**config.mk**
```make
export PLATFORM = sky130hd
export DESIGN_NAME = gtso_queue
export DESIGN_NICKNAME = d
export VERILOG_FILES = /design/src/rtl/gtso_pkg.sv /design/src/rtl/gtso_queue.sv
export SDC_FILE = /design/constraint.sdc
export NUM_CORES = 1
export LEC_CHECK = 0
export BUFFER_PORTS_ARGS = -buffer_cell sky130_fd_sc_hd__buf_2
export CAP_MARGIN = 30
export CORE_ASPECT_RATIO = 1.1
export CORE_MARGIN = 2
export CORE_UTILIZATION = 45
export CTS_CLUSTER_SIZE = 16
export DETAILED_ROUTE_END_ITERATION = 10
export PLACE_DENSITY = 0.67
export SLEW_MARGIN = 10
export SYNTH_ARGS = -nofsm -noshare
export SYNTH_HDL_FRONTEND = slang
export SYNTH_SLANG_ARGS = --single-unit
```
**constraint.sdc**
```tcl
create_clock -name clk -period 6 [get_ports clk]
set_input_delay 1.8 -clock clk [delete_from_list [all_inputs] [get_ports clk]]
set_output_delay 1.8 -clock clk [all_outputs]
set_load 0.01 [all_outputs]
```
**src/rtl/gtso_pkg.sv**
```systemverilog
// ----------------------------------------------------------------------------
// gtso_pkg
// Types, constants and helpers for the glyph table search and offset block.
// ----------------------------------------------------------------------------
package gtso_pkg;

  localparam int MAX_GLYPHS = 4096;
  localparam int LEVELS     = 6;
  localparam int TBL_AW     = $clog2(MAX_GLYPHS);
  localparam int CNT_W      = TBL_AW + 1;
  localparam int CP_W       = 16;
  localparam int QUERY_W    = 21;
  localparam int LVL_W      = 3;
  localparam int OFF_W      = 32;
  localparam int PACK_W     = 48;
  localparam int HLC_W      = 8;
  localparam int QUEUE_AW   = 1;

  localparam logic [OFF_W-1:0] HDR_FIXED_BYTES   = 32'd12;
  localparam logic [OFF_W-1:0] LEVEL_ENTRY_BYTES = 32'd4;
  localparam logic [OFF_W-1:0] ALIGN_MASK        = ~32'd3;

  localparam int CFG_IDX_W  = 2;
  localparam int CFG_DATA_W = PACK_W;
  localparam logic [CFG_IDX_W-1:0] CFG_GLYPH_COUNT  = 2'd0;
  localparam logic [CFG_IDX_W-1:0] CFG_HDR_LEVELS   = 2'd1;
  localparam logic [CFG_IDX_W-1:0] CFG_CELL_SIZES   = 2'd2;
  localparam logic [CFG_IDX_W-1:0] CFG_ROW_STRIDES  = 2'd3;

  localparam logic OP_LOAD   = 1'b0;
  localparam logic OP_LOOKUP = 1'b1;

  localparam logic [1:0] KIND_LOAD      = 2'd0;
  localparam logic [1:0] KIND_LOOKUP    = 2'd1;
  localparam logic [1:0] KIND_BAD_LEVEL = 2'd2;

  typedef struct packed {
    logic              operation;
    logic [TBL_AW-1:0] entry_index;
    logic [CP_W-1:0]   entry_codepoint;
    logic [QUERY_W-1:0] codepoint;
    logic [LVL_W-1:0]  size_level;
  } in_item_t;

  typedef struct packed {
    logic             found;
    logic [OFF_W-1:0] glyph_offset;
    logic [7:0]       cell_rows;
    logic [7:0]       row_bytes;
  } out_item_t;

  typedef struct packed {
    logic [CNT_W-1:0]  glyph_count;
    logic [HLC_W-1:0]  header_level_count;
    logic [PACK_W-1:0] cell_sizes_packed;
    logic [PACK_W-1:0] row_strides_packed;
  } cfg_t;

  typedef struct packed {
    logic [1:0]         kind;
    logic [TBL_AW-1:0]  entry_index;
    logic [CP_W-1:0]    entry_codepoint;
    logic [QUERY_W-1:0] codepoint;
    logic [LVL_W-1:0]   level;
  } cmd_t;

  function automatic logic [7:0] level_byte(logic [PACK_W-1:0] packed_val,
                                            logic [LVL_W-1:0] lvl);
    logic [7:0] res;
    case (lvl)
      3'd0:    res = packed_val[7:0];
      3'd1:    res = packed_val[15:8];
      3'd2:    res = packed_val[23:16];
      3'd3:    res = packed_val[31:24];
      3'd4:    res = packed_val[39:32];
      3'd5:    res = packed_val[47:40];
      default: res = 8'h00;
    endcase
    return res;
  endfunction

endpackage

```
**src/rtl/gtso_queue.sv**
```systemverilog
// ----------------------------------------------------------------------------
// gtso_queue
// Short request queue between the front and the search engine.
// ----------------------------------------------------------------------------
module gtso_queue (
  input  logic           clk,
  input  logic           rst_n,
  input  logic           push,
  output logic           push_ready,
  input  gtso_pkg::cmd_t push_cmd,
  output logic           pop_valid,
  input  logic           pop_ready,
  output gtso_pkg::cmd_t pop_cmd
);

  localparam int DEPTH = 1 << gtso_pkg::QUEUE_AW;

  gtso_pkg::cmd_t                  slot_r [DEPTH];
  logic [gtso_pkg::QUEUE_AW-1:0]   wr_ptr_r, wr_ptr_nxt;
  logic [gtso_pkg::QUEUE_AW-1:0]   rd_ptr_r, rd_ptr_nxt;
  logic [gtso_pkg::QUEUE_AW:0]     cnt_r, cnt_nxt;
  logic                            do_push, do_pop;

  assign push_ready = (cnt_r != (gtso_pkg::QUEUE_AW+1)'(DEPTH));
  assign pop_valid  = (cnt_r != '0);
  assign pop_cmd    = slot_r[rd_ptr_r];
  assign do_push    = push && push_ready;
  assign do_pop     = pop_valid && pop_ready;

  always_comb begin
    wr_ptr_nxt = do_push ? wr_ptr_r + 1'b1 : wr_ptr_r;
    rd_ptr_nxt = do_pop  ? rd_ptr_r + 1'b1 : rd_ptr_r;
    cnt_nxt    = cnt_r;
    if (do_push && !do_pop) begin
      cnt_nxt = cnt_r + 1'b1;
    end else if (do_pop && !do_push) begin
      cnt_nxt = cnt_r - 1'b1;
    end
  end

  always_ff @(posedge clk) begin
    if (!rst_n) begin
      wr_ptr_r <= '0;
      rd_ptr_r <= '0;
      cnt_r    <= '0;
    end else begin
      wr_ptr_r <= wr_ptr_nxt;
      rd_ptr_r <= rd_ptr_nxt;
      cnt_r    <= cnt_nxt;
    end
  end

  always_ff @(posedge clk) begin
    if (do_push) begin
      slot_r[wr_ptr_r] <= push_cmd;
    end
  end

endmodule

```
== After elaboration in Yosys (flattened, before gate mapping) ==
Memories as Yosys holds them, arrays and structs flattened. A register that Yosys moved wholly into a read port is not among the register bits.
Index checks and enable logic that the tools add are counted.

* Word-level logic and storage cells: 23
* Input bits: 58
* Memories kept: 1
* Output and inout port bits: 56
* Bits in writable memories: 108
* Bits in registers: 4

* Mux-type cells: 6
* Reductions and logical operators: 8
* Add/sub/neg operators: 4
* Equal/unequal tests: 1

{| class="wikitable"
|+ Memories
! memory !! words !! bits a word !! rd ports !! clocked after Yosys merged registers in !! write ports !! RTL line !! text
|-
| slot_r || 2 || 54 || 1 || 1 || 1 || gtso_queue.sv:18 || <nowiki>gtso_pkg::cmd_t slot_r [DEPTH];</nowiki>
|}

{| class="wikitable"
|+ Operators with widths
! cell !! count
|-
| $logic_and A1 B1 Y1 || 4
|-
| $mux W1 || 4
|-
| $mux W2 || 2
|-
| $reduce_bool A2 Y1 || 2
|-
| $add A1 B1 Y1 const B || 2
|-
| $add A2 B1 Y2 const B || 1
|-
| $logic_not A1 Y1 || 2
|-
| $ne A2 B2 Y1 const B || 1
|-
| $sub A2 B1 Y2 const B || 1
|}

== Logic depth before layout (Yosys ltp) ==
* Depth in word-level cells: 6
* Depth in mapped cells: 6

== Worst setup path after synthesis ==
No wires, ideal clock.

* Kind: input port to flip-flop
* Start: input port push
* End: memory slot_r[1][0] in the netlist's numbering, enable pin
* Stages: 1
* Data arrival time: 3.129 ns
* Path slack: 2.453 ns
* Buffers on the path: 0
* Data required time: 5.582 ns
* Cells stage by stage: and3_1

* Longest elaborated chain between the ends: 3

{| class="wikitable"
|+ Ends and longest elaborated chain
! item !! RTL line !! text
|-
| start: declaration || gtso_queue.sv:8 || <nowiki>input logic push,</nowiki>
|-
| $logic_and A1 B1 Y1 || gtso_queue.sv:27 || <nowiki>assign do_push = push && push_ready;</nowiki>
|-
| $mux W1 || gtso_queue.sv:54 || <nowiki>if (do_push) begin</nowiki>
|-
| $mux W1 (not written as such) || gtso_queue.sv:55 || <nowiki>slot_r[wr_ptr_r] <= push_cmd;</nowiki>
|-
| end: declaration || gtso_queue.sv:18 ||
|}

No other way between the ends.

==> results.py <==
metrics = {
    "outcome": {
        "status": "finished, final reports clean",
    },
    "layout": {
        "drive_above_1_share_pct": 61.38,
        "area_growth_pct": 30.76,
        "final_cell_mix": "buf_2, edfxtp_1, mux2_2",
        "nNetsFinal": 380,
        "final_cells": 448,
        "ff_latch_area_mm2": 0.003344,
        "nFillCells": 706,
        "final_util_pct": 60.65,
        "final_cell_area_mm2": 0.005409,
        "antennaDiodeCount": 0,
        "multi_input_area_um2": 748.2,
        "final_common_cell": "buf_2",
    },
    "grt": {
        "grt_pass1_vias": 2266,
        "track_usage_pct": 14.67,
        "grt_max_degree": 31,
        "antenna_found_initial": 0,
        "grt_pass1_wl_um": 10760,
        "gr-total-overflow": 0,
    },
    "yosys": {
        "synthCells": 192,
        "synthFlopType": "edfxtp_1",
        "synth_area_per_cell_um2": 21.54,
        "ys_types": 20,
        "synth_fp_nets": 251,
        "synth_edf_count": 108,
        "synth_warnings": 0,
        "synth_seq_cells": 113,
        "syn_area_mm2": 0.004136,
        "ys_seq_area_share_pct": 80.82,
        "async_reset_ff_share_pct": 0,
    },
    "floorplanning": {
        "start_util_pct": 46.38,
        "die_y_um": 104.6,
        "die_width_um": 95.42,
        "die_area_mm2": 0.009976,
        "num_rows": 36,
        "io_pins": 114,
        "core_mm2": 0.008919,
    },
    "sta": {
        "fin_tns_setup_ns": 0,
        "finClkSkew_ns": 0.01038,
        "slew_headroom_pct": 58.24,
        "fmaxAchievable_mhz": 246.2,
        "rsz0062_at_grt": "false",
        "finalCritPeriodShare_pct": 67.68,
        "setup_viol": 0,
        "hold_viol": 0,
        "period_needed_ns": 4.061,
        "finalMaxSlewViolations": 0,
        "worst_slew_pin_slew_ns": 0.6264,
    },
    "clock_network": {
        "cts_buffer_depth": 2,
        "h-tree-depth": 4,
        "clock_latency_ns": 0.49,
        "cts_sinks": 113,
        "cts_buffers": 17,
        "holdBufCountCts": 0,
        "cts_tree": "done",
        "clk_pin_slew_ns": 0.05,
        "cts_setup_buffers": 0,
        "cts_resized": 0,
        "root_buffer": "clkbuf_8",
    },
    "place": {
        "place_area_mm2": 0.004827,
        "dp_cells": 416,
        "dp_hpwl_um": 4437,
        "portBuffers": 113,
        "routabilityCongestion": 0.7194,
    },
    "setup_path": {
        "critPathKind": "flop to output port",
        "crit_required_ns": 4.20,
        "critPathMaxFanout": 29,
        "cp-end-kind": "output port",
        "critPathArrivalTime_ns": 2.26,
        "start_kind": "flop",
    },
    "routing": {
        "vias": 2127,
        "first_pass_iters": 4,
        "first_iter_violations": 93,
        "antenna_left": 0,
        "vias_per_cell": 4.748,
        "drc_errors": 0,
        "avgRoutedWirePerCell_um": 15.46,
        "wl_um": 6928,
    },
    "worst_hold_path": {
        "holdCritPathClass": "flop to flop",
    },
    "power_and_ir_drop": {
        "cellLeakagePower_nw": 2.041,
        "ir_worst_vdd_uv": 286.3,
        "pwr_density_cell_mw_per_mm2": 460.7,
        "power_mw": 2.492,
    },
    "job": {
        "cap_violations": 0,
    },
}
-- stage by stage --
stage          hold WS [ns]  setup WS (ns)
4_1_cts              0.5684          1.871
5_1_grt              0.5938          1.790
6_report             0.5602          1.939
2_1_floorplan        0.5124          2.453
3_3_place_gp         0.5330          2.418
3_5_place_dp         0.5604          2.400
-- cell usage after synthesis (all sizes together) (2+ instances only) --
| master | count | area (µm²) |
|---|---|---|
| a21boi | 2 | 15.02 |
| edfxtp | 108 | 3243 |
| and2 | 4 | 25.02 |
| o21ai | 2 | 10.00 |
| mux2 | 54 | 608.1 |
| xnor2 | 2 | 17.52 |
| dfxtp | 5 | 100.1 |
| buf | 6 | 42.54 |
-- power by group --
part	switching (mW)	internal, mW	total (mW)
registers	0.0514	0.988	1.04
clock network	0.336	0.630	0.966
logic	0.241	0.246	0.487
total	0.628	1.86	2.49
-- cell type report --
type	count	area share (%)
sequential	113	61.83
multi-input combinational	72	13.83
timing repair buffer	116	10.87
clock buffer	18	7.726
clock inverter	14	3.030
tap	114	2.637
inverter	1	0.06940
-- sequential cells by signal, summed over array words and instances (netlist names), named ones only --
signal    cells
wr_ptr_r      1
rd_ptr_r      1
slot_r      108
cnt_r         2
-- path summary, 6_finish.rpt --
path         cells after the start             to  slack (ns)  startpoint
max                              3    pop_cmd[11]        1.94        flop
min                              2       cnt_r[1]        0.56    cnt_r[1]
max reg2reg                      3  slot_r[1][33]        3.96    cnt_r[0]
min reg2reg                      2       cnt_r[1]        0.56    cnt_r[1]
-- metal layers --
layer	routed length [µm]	global-route usage (%)	vias up
met3	428	5.984	5
met2	3632	25.05	73
met4	48	5.204	0
met1	2819	16.32	1031
met5	0	0	-
li1	-	-	1018
-- cell families after synthesis --
family	after synthesis	synth area share, %
xor gates and xnor gates	3	0.6353
DFF	113	80.82
AOI/OAI and AO/OA	5	0.8469
buffers and inverters	7	1.119
muxes	54	14.70
adders and majority gates	1	0.3024
and+or+nand+nor	9	1.573
-- critical path: stages (launching register included) --
cell and delay [ns]:
dfxtp_2 0.73, buf_4 0.47, mux2_2 0.40, buf_2 0.14
Note: power is estimated with default switching activity, not from simulation.
